===== config.mk =====
export PLATFORM = sky130hd
export DESIGN_NAME = beat_sensor_classifier_unit
export DESIGN_NICKNAME = d
export VERILOG_FILES = /design/src/rtl/bsc_pkg.sv /design/src/rtl/bsc_ram.sv /design/src/rtl/bsc_divider.sv /design/src/rtl/bsc_front.sv /design/src/rtl/bsc_back.sv /design/src/rtl/beat_sensor_classifier_unit.sv
export SDC_FILE = /design/constraint.sdc
export NUM_CORES = 1
export LEC_CHECK = 0
export ABC_AREA = 1
export BUFFER_PORTS_ARGS = -buffer_cell sky130_fd_sc_hd__buf_2
export CAP_MARGIN = 10
export CORE_ASPECT_RATIO = 1.75
export CORE_UTILIZATION = 31
export DETAILED_ROUTE_END_ITERATION = 16
export GPL_TIMING_DRIVEN = 1
export HOLD_SLACK_MARGIN = 0.05
export PLACE_DENSITY = 0.47
export REMOVE_ABC_BUFFERS = 1
export SYNTH_ARGS = -nofsm -noshare
export SYNTH_HDL_FRONTEND = slang
export SYNTH_HIERARCHICAL = 1
export SYNTH_SLANG_ARGS = --single-unit

===== constraint.sdc =====
create_clock -name clock -period 5.75 [get_ports clock]
set_input_delay 0.575 -clock clock [delete_from_list [all_inputs] [get_ports clock]]
set_output_delay 0.575 -clock clock [all_outputs]
set_load 0.05 [all_outputs]

===== src/rtl/bsc_pkg.sv =====
// Shared types and constants of the beat sensor classifier.
package bsc_pkg;

   // Field and accumulator widths.
   localparam int SAMPLE_W = 12;
   localparam int SUM_W = 20;
   localparam int DIV_CNT_W = $clog2(SUM_W + 1);

   // Saturation limits.
   localparam logic [SAMPLE_W-1:0] SAMPLE_MAX = 12'hFFF;
   localparam logic [SUM_W-1:0] SUM_MAX = 20'hFFFFF;

   // Threshold values after reset.
   localparam logic [SAMPLE_W-1:0] ACCENT_THR_RESET = 12'd3500;
   localparam logic [SAMPLE_W-1:0] TRACK_THR_RESET = 12'd3000;

   // Track row code for a beat with no row or a floating beat.
   localparam logic signed [2:0] TRACK_NONE = -3'sd1;

   // Request codes of the input word.
   typedef enum logic [2:0] {
      OP_BEGIN     = 3'd0,
      OP_ACCENT    = 3'd1,
      OP_TRACK     = 3'd2,
      OP_FIRST     = 3'd3,
      OP_SECOND    = 3'd4,
      OP_INTEGRATE = 3'd5
   } op_type;

   // Configuration register indexes.
   typedef enum logic [0:0] {
      CSR_ACCENT_THR = 1'b0,
      CSR_TRACK_THR  = 1'b1
   } csr_index_type;

   // Decoded command handed from the front end to the back end.
   typedef struct packed {
      op_type              op;
      logic [3:0]          beat;
      logic [1:0]          row;
      logic [SAMPLE_W-1:0] sample;
   } cmd_type;

endpackage


===== src/rtl/bsc_ram.sv =====
// Generic single-write, single-read RAM with registered read data.
module bsc_ram #(
   parameter int WIDTH = 8,
   parameter int DEPTH = 16
) (
   input  logic                                      clock,
   input  logic                                      wr_en,
   input  logic [((DEPTH > 1) ? $clog2(DEPTH) : 1)-1:0] wr_addr,
   input  logic [WIDTH-1:0]                          wr_data,
   input  logic                                      rd_en,
   input  logic [((DEPTH > 1) ? $clog2(DEPTH) : 1)-1:0] rd_addr,
   output logic [WIDTH-1:0]                          rd_data
);

   logic [WIDTH-1:0] mem_ff [DEPTH];
   logic [WIDTH-1:0] rd_data_ff;

   // Write port.
   always_ff @(posedge clock) begin
      if (wr_en) begin
         mem_ff[wr_addr] <= wr_data;
      end
   end

   // Read port; the data holds until the next read.
   always_ff @(posedge clock) begin
      if (rd_en) begin
         rd_data_ff <= mem_ff[rd_addr];
      end
   end

   assign rd_data = rd_data_ff;

endmodule


===== src/rtl/bsc_divider.sv =====
// Restoring divider, one quotient bit per cycle, for the integrate walk.
module bsc_divider #(
   parameter int DIVISOR_W = 8
) (
   input  logic                       clock,
   input  logic                       reset,
   input  logic                       start,
   input  logic [bsc_pkg::SUM_W-1:0]  dividend,
   input  logic [DIVISOR_W-1:0]       divisor,
   output logic                       busy,
   output logic [bsc_pkg::SUM_W-1:0]  quotient
);

   logic                              busy_ff, busy_in;
   logic [bsc_pkg::DIV_CNT_W-1:0]     cnt_ff, cnt_in;
   logic [bsc_pkg::SUM_W-1:0]         quo_ff, quo_in;
   logic [DIVISOR_W-1:0]              rem_ff, rem_in;
   logic [DIVISOR_W-1:0]              div_ff, div_in;
   logic [DIVISOR_W:0]                trial;
   logic                              fits;

   // Load on start, else one shift-subtract step on the partial remainder.
   always_comb begin
      trial = {rem_ff, quo_ff[bsc_pkg::SUM_W-1]};
      fits = (trial >= {1'b0, div_ff});
      busy_in = busy_ff;
      cnt_in = cnt_ff;
      quo_in = quo_ff;
      rem_in = rem_ff;
      div_in = div_ff;
      if (start) begin
         busy_in = 1'b1;
         cnt_in = bsc_pkg::DIV_CNT_W'(bsc_pkg::SUM_W);
         quo_in = dividend;
         rem_in = '0;
         div_in = divisor;
      end else if (busy_ff) begin
         rem_in = fits ? DIVISOR_W'(trial - {1'b0, div_ff}) : DIVISOR_W'(trial);
         quo_in = {quo_ff[bsc_pkg::SUM_W-2:0], fits};
         cnt_in = cnt_ff - 1'b1;
         if (cnt_ff == bsc_pkg::DIV_CNT_W'(1)) begin
            busy_in = 1'b0;
         end
      end
   end

   always_ff @(posedge clock) begin
      if (reset) begin
         busy_ff <= 1'b0;
         cnt_ff <= '0;
      end else begin
         busy_ff <= busy_in;
         cnt_ff <= cnt_in;
      end
   end

   always_ff @(posedge clock) begin
      quo_ff <= quo_in;
      rem_ff <= rem_in;
      div_ff <= div_in;
   end

   assign busy = busy_ff;
   assign quotient = quo_ff;

endmodule


===== src/rtl/bsc_front.sv =====
// Front end: decodes and filters request words into a two-entry command queue.
module bsc_front #(
   parameter int BEATS = 16,
   parameter int TRACKS = 4
) (
   input  logic                             clock,
   input  logic                             reset,
   input  logic                             req_valid,
   output logic                             req_stall,
   input  logic [2:0]                       req_type,
   input  logic [3:0]                       req_beat,
   input  logic [1:0]                       req_row,
   input  logic [bsc_pkg::SAMPLE_W-1:0]     req_sample,
   input  logic                             cmd_pop,
   output logic                             cmd_valid,
   output bsc_pkg::cmd_type                 cmd
);

   localparam logic [1:0] QueueDepth = 2'd2;

   logic [1:0]        fill_ff, fill_in;
   logic              rd_ptr_ff, rd_ptr_in;
   logic              wr_ptr_ff, wr_ptr_in;
   bsc_pkg::cmd_type  slot_ff [2];
   bsc_pkg::cmd_type  new_cmd;
   logic              beat_ok;
   logic              row_ok;
   logic              keep;
   logic              push;
   logic              pop;

   // Requests on missing beats or rows, and unknown codes, cause nothing and are dropped.
   always_comb begin
      beat_ok = (int'(req_beat) < BEATS);
      row_ok = (int'(req_row) < TRACKS);
      keep = 1'b0;
      unique case (req_type)
         bsc_pkg::OP_BEGIN, bsc_pkg::OP_INTEGRATE: keep = 1'b1;
         bsc_pkg::OP_ACCENT, bsc_pkg::OP_FIRST, bsc_pkg::OP_SECOND: keep = beat_ok;
         bsc_pkg::OP_TRACK: keep = beat_ok && row_ok;
         default: keep = 1'b0;
      endcase
      new_cmd.op = bsc_pkg::op_type'(req_type);
      new_cmd.beat = req_beat;
      new_cmd.row = req_row;
      new_cmd.sample = req_sample;
   end

   // Queue pointers and fill level.
   always_comb begin
      push = req_valid && !req_stall && keep;
      pop = cmd_pop && (fill_ff != 2'd0);
      fill_in = fill_ff;
      rd_ptr_in = rd_ptr_ff;
      wr_ptr_in = wr_ptr_ff;
      if (push) begin
         wr_ptr_in = !wr_ptr_ff;
      end
      if (pop) begin
         rd_ptr_in = !rd_ptr_ff;
      end
      if (push && !pop) begin
         fill_in = fill_ff + 2'd1;
      end else if (pop && !push) begin
         fill_in = fill_ff - 2'd1;
      end
   end

   always_ff @(posedge clock) begin
      if (reset) begin
         fill_ff <= 2'd0;
         rd_ptr_ff <= 1'b0;
         wr_ptr_ff <= 1'b0;
      end else begin
         fill_ff <= fill_in;
         rd_ptr_ff <= rd_ptr_in;
         wr_ptr_ff <= wr_ptr_in;
      end
   end

   always_ff @(posedge clock) begin
      if (push) begin
         slot_ff[wr_ptr_ff] <= new_cmd;
      end
   end

   assign req_stall = (fill_ff == QueueDepth);
   assign cmd_valid = (fill_ff != 2'd0);
   assign cmd = slot_ff[rd_ptr_ff];

endmodule


===== src/rtl/bsc_back.sv =====
// Back end: executes queued commands on the beat state and runs the integrate walk.
module bsc_back #(
   parameter int BEATS = 16,
   parameter int MAX_SCANS = 255
) (
   input  logic                             clock,
   input  logic                             reset,
   input  logic                             cmd_valid,
   input  bsc_pkg::cmd_type                 cmd,
   output logic                             cmd_pop,
   input  logic [bsc_pkg::SAMPLE_W-1:0]     accent_thr,
   input  logic [bsc_pkg::SAMPLE_W-1:0]     track_thr,
   output logic                             rsp_valid,
   input  logic                             rsp_stall,
   output logic [3:0]                       rsp_out_beat,
   output logic                             rsp_accented,
   output logic signed [2:0]                rsp_track_row,
   output logic [bsc_pkg::SAMPLE_W-1:0]     rsp_position,
   output logic                             rsp_last
);

   localparam int IdxW = (BEATS > 1) ? $clog2(BEATS) : 1;
   localparam int CntW = $clog2(MAX_SCANS + 1);
   localparam int SumW = bsc_pkg::SUM_W;
   localparam int SampW = bsc_pkg::SAMPLE_W;

   typedef enum logic [5:0] {
      ST_IDLE     = 6'b000001,
      ST_SUM      = 6'b000010,
      ST_INT_RD   = 6'b000100,
      ST_INT_DATA = 6'b001000,
      ST_INT_DIV  = 6'b010000,
      ST_INT_OUT  = 6'b100000
   } state_type;

   state_type           state_ff, state_in;
   bsc_pkg::cmd_type    cur_ff, cur_in;
   logic [IdxW-1:0]     walk_ff, walk_in;
   logic [CntW-1:0]     count_ff, count_in;
   logic [BEATS-1:0]    accent_ff, accent_in;
   logic [BEATS-1:0]    seen_ff, seen_in;
   logic [BEATS-1:0]    sum_vld_ff, sum_vld_in;
   logic [SumW-1:0]     q_ff, q_in;

   logic                rsp_valid_ff, rsp_valid_in;
   logic [3:0]          rsp_beat_ff, rsp_beat_in;
   logic                rsp_accent_ff, rsp_accent_in;
   logic signed [2:0]   rsp_track_ff, rsp_track_in;
   logic [SampW-1:0]    rsp_pos_ff, rsp_pos_in;
   logic                rsp_last_ff, rsp_last_in;

   logic [IdxW-1:0]     cmd_idx;
   logic [IdxW-1:0]     cur_idx;
   logic                out_free;
   logic                is_last;

   logic                first_we, first_re;
   logic [SampW-1:0]    first_rd;
   logic                sum_we, sum_re;
   logic [IdxW-1:0]     sum_waddr, sum_raddr;
   logic [IdxW-1:0]     sum_rsel;
   logic [SumW-1:0]     sum_wdata, sum_rd, sum_cur;
   logic                trk_we, trk_re;
   logic [2:0]          trk_wdata, trk_rd;

   logic [SampW:0]      pair;
   logic [SumW:0]       total;

   logic                div_start, div_busy;
   logic [SumW-1:0]     div_quot;

   assign cmd_idx = IdxW'(cmd.beat);
   assign cur_idx = IdxW'(cur_ff.beat);
   assign out_free = !rsp_valid_ff || !rsp_stall;
   assign is_last = (walk_ff == IdxW'(BEATS - 1));

   // Accumulator entries never written since reset read as zero.
   assign sum_rsel = (state_ff == ST_SUM) ? cur_idx : walk_ff;
   assign sum_cur = sum_vld_ff[sum_rsel] ? sum_rd : '0;

   // Average of the two opposing readings, added with saturation.
   always_comb begin
      pair = {1'b0, first_rd} + {1'b0, ~cur_ff.sample};
      total = {1'b0, sum_cur} + (SumW + 1)'(pair[SampW:1]);
   end

   // Command sequencer.
   always_comb begin
      state_in = state_ff;
      cur_in = cur_ff;
      walk_in = walk_ff;
      count_in = count_ff;
      accent_in = accent_ff;
      seen_in = seen_ff;
      sum_vld_in = sum_vld_ff;
      q_in = q_ff;
      cmd_pop = 1'b0;
      first_we = 1'b0;
      first_re = 1'b0;
      sum_we = 1'b0;
      sum_re = 1'b0;
      sum_waddr = walk_ff;
      sum_raddr = walk_ff;
      sum_wdata = q_ff;
      trk_we = 1'b0;
      trk_re = 1'b0;
      trk_wdata = bsc_pkg::TRACK_NONE;
      div_start = 1'b0;

      rsp_valid_in = rsp_valid_ff && rsp_stall;
      rsp_beat_in = rsp_beat_ff;
      rsp_accent_in = rsp_accent_ff;
      rsp_track_in = rsp_track_ff;
      rsp_pos_in = rsp_pos_ff;
      rsp_last_in = rsp_last_ff;

      unique case (state_ff)
         ST_IDLE: begin
            if (cmd_valid) begin
               cmd_pop = 1'b1;
               cur_in = cmd;
               unique case (cmd.op)
                  bsc_pkg::OP_BEGIN: begin
                     accent_in = '0;
                     seen_in = '0;
                     if (count_ff < CntW'(MAX_SCANS)) begin
                        count_in = count_ff + 1'b1;
                     end
                  end
                  bsc_pkg::OP_ACCENT: begin
                     if (cmd.sample > accent_thr) begin
                        accent_in[cmd_idx] = 1'b1;
                     end
                  end
                  bsc_pkg::OP_TRACK: begin
                     // A second high row on the same beat marks it floating.
                     if (cmd.sample > track_thr) begin
                        trk_we = 1'b1;
                        trk_wdata = seen_ff[cmd_idx] ? bsc_pkg::TRACK_NONE : {1'b0, cmd.row};
                        seen_in[cmd_idx] = 1'b1;
                     end
                  end
                  bsc_pkg::OP_FIRST: begin
                     first_we = 1'b1;
                  end
                  bsc_pkg::OP_SECOND: begin
                     first_re = 1'b1;
                     sum_re = 1'b1;
                     sum_raddr = cmd_idx;
                     state_in = ST_SUM;
                  end
                  bsc_pkg::OP_INTEGRATE: begin
                     walk_in = '0;
                     state_in = ST_INT_RD;
                  end
                  default: begin
                     state_in = ST_IDLE;
                  end
               endcase
            end
         end
         ST_SUM: begin
            sum_we = 1'b1;
            sum_waddr = cur_idx;
            sum_wdata = total[SumW] ? bsc_pkg::SUM_MAX : total[SumW-1:0];
            sum_vld_in[cur_idx] = 1'b1;
            state_in = ST_IDLE;
         end
         ST_INT_RD: begin
            sum_re = 1'b1;
            trk_re = 1'b1;
            state_in = ST_INT_DATA;
         end
         ST_INT_DATA: begin
            // A zero scan count leaves the accumulator as it is.
            if (count_ff != '0) begin
               div_start = 1'b1;
               state_in = ST_INT_DIV;
            end else begin
               q_in = sum_cur;
               state_in = ST_INT_OUT;
            end
         end
         ST_INT_DIV: begin
            if (!div_busy) begin
               q_in = div_quot;
               state_in = ST_INT_OUT;
            end
         end
         ST_INT_OUT: begin
            if (out_free) begin
               rsp_valid_in = 1'b1;
               rsp_beat_in = 4'(walk_ff);
               rsp_accent_in = accent_ff[walk_ff];
               rsp_track_in = seen_ff[walk_ff] ? trk_rd : bsc_pkg::TRACK_NONE;
               rsp_pos_in = (q_ff > SumW'(bsc_pkg::SAMPLE_MAX)) ?
                            bsc_pkg::SAMPLE_MAX : q_ff[SampW-1:0];
               rsp_last_in = is_last;
               sum_we = 1'b1;
               sum_vld_in[walk_ff] = 1'b1;
               if (is_last) begin
                  count_in = CntW'(1);
                  state_in = ST_IDLE;
               end else begin
                  walk_in = walk_ff + 1'b1;
                  state_in = ST_INT_RD;
               end
            end
         end
         default: begin
            state_in = ST_IDLE;
         end
      endcase
   end

   // Control state.
   always_ff @(posedge clock) begin
      if (reset) begin
         state_ff <= ST_IDLE;
         count_ff <= '0;
         accent_ff <= '0;
         seen_ff <= '0;
         sum_vld_ff <= '0;
         rsp_valid_ff <= 1'b0;
      end else begin
         state_ff <= state_in;
         count_ff <= count_in;
         accent_ff <= accent_in;
         seen_ff <= seen_in;
         sum_vld_ff <= sum_vld_in;
         rsp_valid_ff <= rsp_valid_in;
      end
   end

   // Payload registers.
   always_ff @(posedge clock) begin
      cur_ff <= cur_in;
      walk_ff <= walk_in;
      q_ff <= q_in;
      rsp_beat_ff <= rsp_beat_in;
      rsp_accent_ff <= rsp_accent_in;
      rsp_track_ff <= rsp_track_in;
      rsp_pos_ff <= rsp_pos_in;
      rsp_last_ff <= rsp_last_in;
   end

   // Per-beat storage.
   bsc_ram #(.WIDTH(SampW), .DEPTH(BEATS)) first_ram (
      .clock   (clock),
      .wr_en   (first_we),
      .wr_addr (cmd_idx),
      .wr_data (cmd.sample),
      .rd_en   (first_re),
      .rd_addr (cmd_idx),
      .rd_data (first_rd)
   );

   bsc_ram #(.WIDTH(SumW), .DEPTH(BEATS)) sum_ram (
      .clock   (clock),
      .wr_en   (sum_we),
      .wr_addr (sum_waddr),
      .wr_data (sum_wdata),
      .rd_en   (sum_re),
      .rd_addr (sum_raddr),
      .rd_data (sum_rd)
   );

   bsc_ram #(.WIDTH(3), .DEPTH(BEATS)) track_ram (
      .clock   (clock),
      .wr_en   (trk_we),
      .wr_addr (cmd_idx),
      .wr_data (trk_wdata),
      .rd_en   (trk_re),
      .rd_addr (walk_ff),
      .rd_data (trk_rd)
   );

   bsc_divider #(.DIVISOR_W(CntW)) divider (
      .clock    (clock),
      .reset    (reset),
      .start    (div_start),
      .dividend (sum_cur),
      .divisor  (count_ff),
      .busy     (div_busy),
      .quotient (div_quot)
   );

   assign rsp_valid = rsp_valid_ff;
   assign rsp_out_beat = rsp_beat_ff;
   assign rsp_accented = rsp_accent_ff;
   assign rsp_track_row = rsp_track_ff;
   assign rsp_position = rsp_pos_ff;
   assign rsp_last = rsp_last_ff;

endmodule


===== src/rtl/beat_sensor_classifier_unit.sv =====
// Beat sensor classifier: thresholds, command queue front end and executing back end.
// Each request word enters a two-entry queue that stalls further requests while full;
// the back end executes one command at a time, taking an extra accumulate state for
// a second position reading. Integrate reads each beat's accumulator and track row,
// divides by the scan count one bit per cycle unless it is zero, and outputs a word.
// Synchronous active-high reset clears all marks, accumulators and the scan count
// at once and restores the thresholds to 3500 and 3000.
module beat_sensor_classifier_unit #(
   parameter int BEATS = 16,
   parameter int TRACKS = 4,
   parameter int MAX_SCANS = 255
) (
   input  logic                             clock,
   input  logic                             reset,
   input  logic                             req_valid,
   output logic                             req_stall,
   input  logic [2:0]                       req_type,
   input  logic [3:0]                       req_beat,
   input  logic [1:0]                       req_row,
   input  logic [bsc_pkg::SAMPLE_W-1:0]     req_sample,
   output logic                             rsp_valid,
   input  logic                             rsp_stall,
   output logic [3:0]                       rsp_out_beat,
   output logic                             rsp_accented,
   output logic signed [2:0]                rsp_track_row,
   output logic [bsc_pkg::SAMPLE_W-1:0]     rsp_position,
   output logic                             rsp_last,
   input  logic                             csr_wr_en,
   input  logic [0:0]                       csr_index,
   input  logic [bsc_pkg::SAMPLE_W-1:0]     csr_wr_data
);

   logic [bsc_pkg::SAMPLE_W-1:0] accent_thr_ff, accent_thr_in;
   logic [bsc_pkg::SAMPLE_W-1:0] track_thr_ff, track_thr_in;
   logic                         cmd_valid;
   logic                         cmd_pop;
   bsc_pkg::cmd_type             cmd;

   // Threshold registers.
   always_comb begin
      accent_thr_in = accent_thr_ff;
      track_thr_in = track_thr_ff;
      if (csr_wr_en) begin
         unique case (csr_index)
            bsc_pkg::CSR_ACCENT_THR: accent_thr_in = csr_wr_data;
            bsc_pkg::CSR_TRACK_THR:  track_thr_in = csr_wr_data;
            default:                 accent_thr_in = accent_thr_ff;
         endcase
      end
   end

   always_ff @(posedge clock) begin
      if (reset) begin
         accent_thr_ff <= bsc_pkg::ACCENT_THR_RESET;
         track_thr_ff <= bsc_pkg::TRACK_THR_RESET;
      end else begin
         accent_thr_ff <= accent_thr_in;
         track_thr_ff <= track_thr_in;
      end
   end

   bsc_front #(.BEATS(BEATS), .TRACKS(TRACKS)) front (
      .clock      (clock),
      .reset      (reset),
      .req_valid  (req_valid),
      .req_stall  (req_stall),
      .req_type   (req_type),
      .req_beat   (req_beat),
      .req_row    (req_row),
      .req_sample (req_sample),
      .cmd_pop    (cmd_pop),
      .cmd_valid  (cmd_valid),
      .cmd        (cmd)
   );

   bsc_back #(.BEATS(BEATS), .MAX_SCANS(MAX_SCANS)) back (
      .clock         (clock),
      .reset         (reset),
      .cmd_valid     (cmd_valid),
      .cmd           (cmd),
      .cmd_pop       (cmd_pop),
      .accent_thr    (accent_thr_ff),
      .track_thr     (track_thr_ff),
      .rsp_valid     (rsp_valid),
      .rsp_stall     (rsp_stall),
      .rsp_out_beat  (rsp_out_beat),
      .rsp_accented  (rsp_accented),
      .rsp_track_row (rsp_track_row),
      .rsp_position  (rsp_position),
      .rsp_last      (rsp_last)
   );

endmodule


==> out/results.ini <==
[routing]
routed_wirelength_um=105000
dr_wl_met3_um=3480
via_count=26110
wl_per_cell_um=18.4
wl_met1_um=41100
antenna_left=0
dr.pass1.iters=5
dr_wl_met2_um=56400
drc=0
top_layer=met5
first_iter_violations=1396
vias_per_cell=4.56

[pwr]
p_per_area_nw_per_um2=394
irDropWorstVdd_uv=305
p_total_mw=17.2
leakage_nw=18.1

[die]
boundaryPins=62
die_w_um=268
core_area_um2=123000
die_area_um2=125000
rows=170
die_h_um=467
start_util=0.312

[clock_tree]
clock_latency_ns=0.71
cts.htree.levels=3
cts_tree=yes
path_clk_slew_ns=0.06
cts_buffers=84
clockBufferDepth=3
cts-root-buf=clkbuf_16
clkSinkCount=832

[layout]
diodes=0
final.fill_count=12450
stdcell_count=5724
final_common_cell=nand2_1
layout-drive-gt1-share=0.0905
nNetsFinal=4129
area_delta_synth_final_pct=13.7
final_cell_mix=nand2_1 (1105), edfxtp_1 (726), inv_1 (665), nand3_1 (496), nor2_1 (202)

[timing]
post-route-period-util=0.959
hold_viol=0
fin_worst_skew_ns=0.0462
max_freq_ghz=0.181
hold_ws_ns=0.102
relSlewSlack=0.240
fin_crit_ns=5.51
worstMarginPinSlew_ns=1.14
rsz0062_at_grt=yes
report.final.setup_viol=0
drv_slew=0

[logic_synthesis]
ys_types=62
avgSynthCellArea_um2=9.73
postSynthCellCount=3933
ys_seq_elements=832
yosys_warnings=6
yosysSeqAreaShare=0.625
synthesis.area_um2=38300

[run]
max_cap_viol_count=0

[critical_path]
crit_family=simple AND/OR/NAND/NOR gates
critPathKind=flip-flop to flip-flop
start_kind=flip-flop
worstPathRequired_ns=6.10
path_max_fanout=17
critPathMostFrequentCell=nand2_1
cp.arrival_ns=5.86
slowest_stage=a21oi_1
end_kind=flip-flop
path_buf_inv=2
cp_cell_sequence=nor2_4, nand3_4, nand2_1, nand2_2, nand2_1, nand2_1, nand2_1, nand3_1, nand3_4, nand2_1, nor2_1, ha_1, inv_1, fa_1, o31ai_1, a21oi_1, nor2_1, nand4_1, nand2_1, inv_2, a21oi_1
max_stage_delay_ns=0.90

[global_routing]
grt_overflow=0
grt_pass1_vias=25807
antenna_found_initial=1
track_usage=0.170
grt_first_pass_wirelength_um=157000
grt_start_max_net_pins=130

[place]
gp_congestion=0.852
io_buffers=61
dp.cells=5549
post-dp-hpwl_um=67600

[min_path]
min-delay-path-class=input port to flip-flop

[status]
status=complete, no violations

==> where the power goes <==
| group | switching (mW) | internal [mW] | leakage [nW] |
|---|---|---|---|
| clock | 2.46 | 3.22 | 1.37 |
| sequential | 0.0854 | 6.94 | 7.43 |
| combinational | 3.21 | 1.26 | 9.31 |
| total | 5.75 | 11.4 | 18.1 |
==> path summary, 6_finish.rpt <==
path	startpoint	end	slack, ns	depth (start not counted)
min	req_sample[10]	front/slot_ff[1][10]	0.10	1
min reg2reg	back/accent_ff[4]	back/accent_ff[4]	0.45	2
max reg2reg	back/state_ff[5]	back/sum_ram/mem_ff[0][5]	0.24	21
max	back/state_ff[5]	back/sum_ram/mem_ff[0][5]	0.24	21
==> final cells by class <==
cell class | count | area [um2] | area share
Inverter | 682 | 2560 | 0.0589
Multi-Input combinational cell | 2272 | 11100 | 0.255
Clock buffer | 103 | 2290 | 0.0525
Clock inverter | 50 | 537 | 0.0123
Timing Repair Buffer | 151 | 1070 | 0.0247
Tap cell | 1634 | 2040 | 0.0470
Sequential cell | 832 | 23900 | 0.549
==> cell families (layout without fill, tap and decap cells) <==
| kind of cell | Yosys count | in the layout | synth area share |
|---|---|---|---|
| mux | 21 | 21 | 0.00814 |
| compound gates | 245 | 245 | 0.0370 |
| xor+xnor | 27 | 27 | 0.00618 |
| flops | 832 | 832 | 0.625 |
| fa+ha+maj | 67 | 67 | 0.0225 |
| simple gates | 1912 | 1912 | 0.212 |
| buf+inv | 829 | 986 | 0.0892 |
==> registers in the layout (all words and copies together) (netlist names), 12 cells and up, named ones only <==
signal	cells
back/track_ram/mem_ff	48
accent_thr_ff	12
front/slot_ff	42
back/sum_ram/mem_ff	320
back/q_ff	20
back/first_ram/mem_ff	192
back/cur_ff	12
track_thr_ff	12
back/divider/quotient	20
back/seen_ff	16
back/rsp_position	12
back/sum_ram/rd_data	20
back/first_ram/rd_data	12
back/sum_vld_ff	16
back/accent_ff	16
==> layer usage <==
layer | up-vias | GRT usage
met5 | - | 0
met4 | 2 | 0.0782
met3 | 186 | 0.0188
met2 | 505 | 0.320
met1 | 12434 | 0.188
li1 | 12983 | -
==> synth_stat cells, drive strengths merged <==
cell type  count  area share
o32ai          1     0.00023
a21boi         3     0.00059
edfxtp       726        0.57
o211ai         3     0.00059
o21bai         4     0.00078
o311ai         1     0.00023
o22ai         12      0.0020
a211oi         3     0.00059
a221oi         2     0.00046
o31ai          2     0.00039
o21ai         61      0.0084
nor3          15      0.0021
a22oi          3     0.00059
o221ai         4     0.00092
mux2          21      0.0081
xor2          20      0.0046
nor4           5     0.00082
buf          107       0.018
xnor2          7      0.0016
o21a           3     0.00059
a21o           1     0.00020
nand2       1115        0.11
dfxtp        106       0.055
clkinv         2     0.00020
o211a          1     0.00026
inv          680       0.067
nor3b          1     0.00020
ha            64       0.021
clkbuf        40      0.0039
or4            1     0.00020
a21oi        135       0.019
a2111o         2     0.00059
a31oi          3     0.00049
nor2         232       0.024
o2111ai        1     0.00023
fa             3      0.0016
nand4         19      0.0031
nand3        503       0.067
or2            6      0.0010
and2           1     0.00016
nand3b        14      0.0031
==> per-stage QoR <==
| step | TNS (ns) | worst slack, ns | util | instance area, um2 |
|---|---|---|---|---|
| final | 0 | 0.237 | 0.355 | 43500 |
| after global routing | -6.66 | -0.122 | 0.355 | 43500 |
| after CTS | 0 | 0.191 | 0.355 | 43500 |
| after detailed placement | 0 | 0.232 | 0.330 | 40500 |
| after global placement | 0 | 0.293 | 0.330 | 40500 |
| after floorplan | -173.68 | -8.71 | - | 37400 |
==> repair_timing <==
action | CTS | global route
setup endpoints to repair | 0 | 112
setup buffers | 0 | 0
endpoints found under the hold margin | 41 | 0
hold buffers | 22 | 0
gates resized for setup | 0 | 3
No activity file was read; power rests on OpenSTA's default activity.
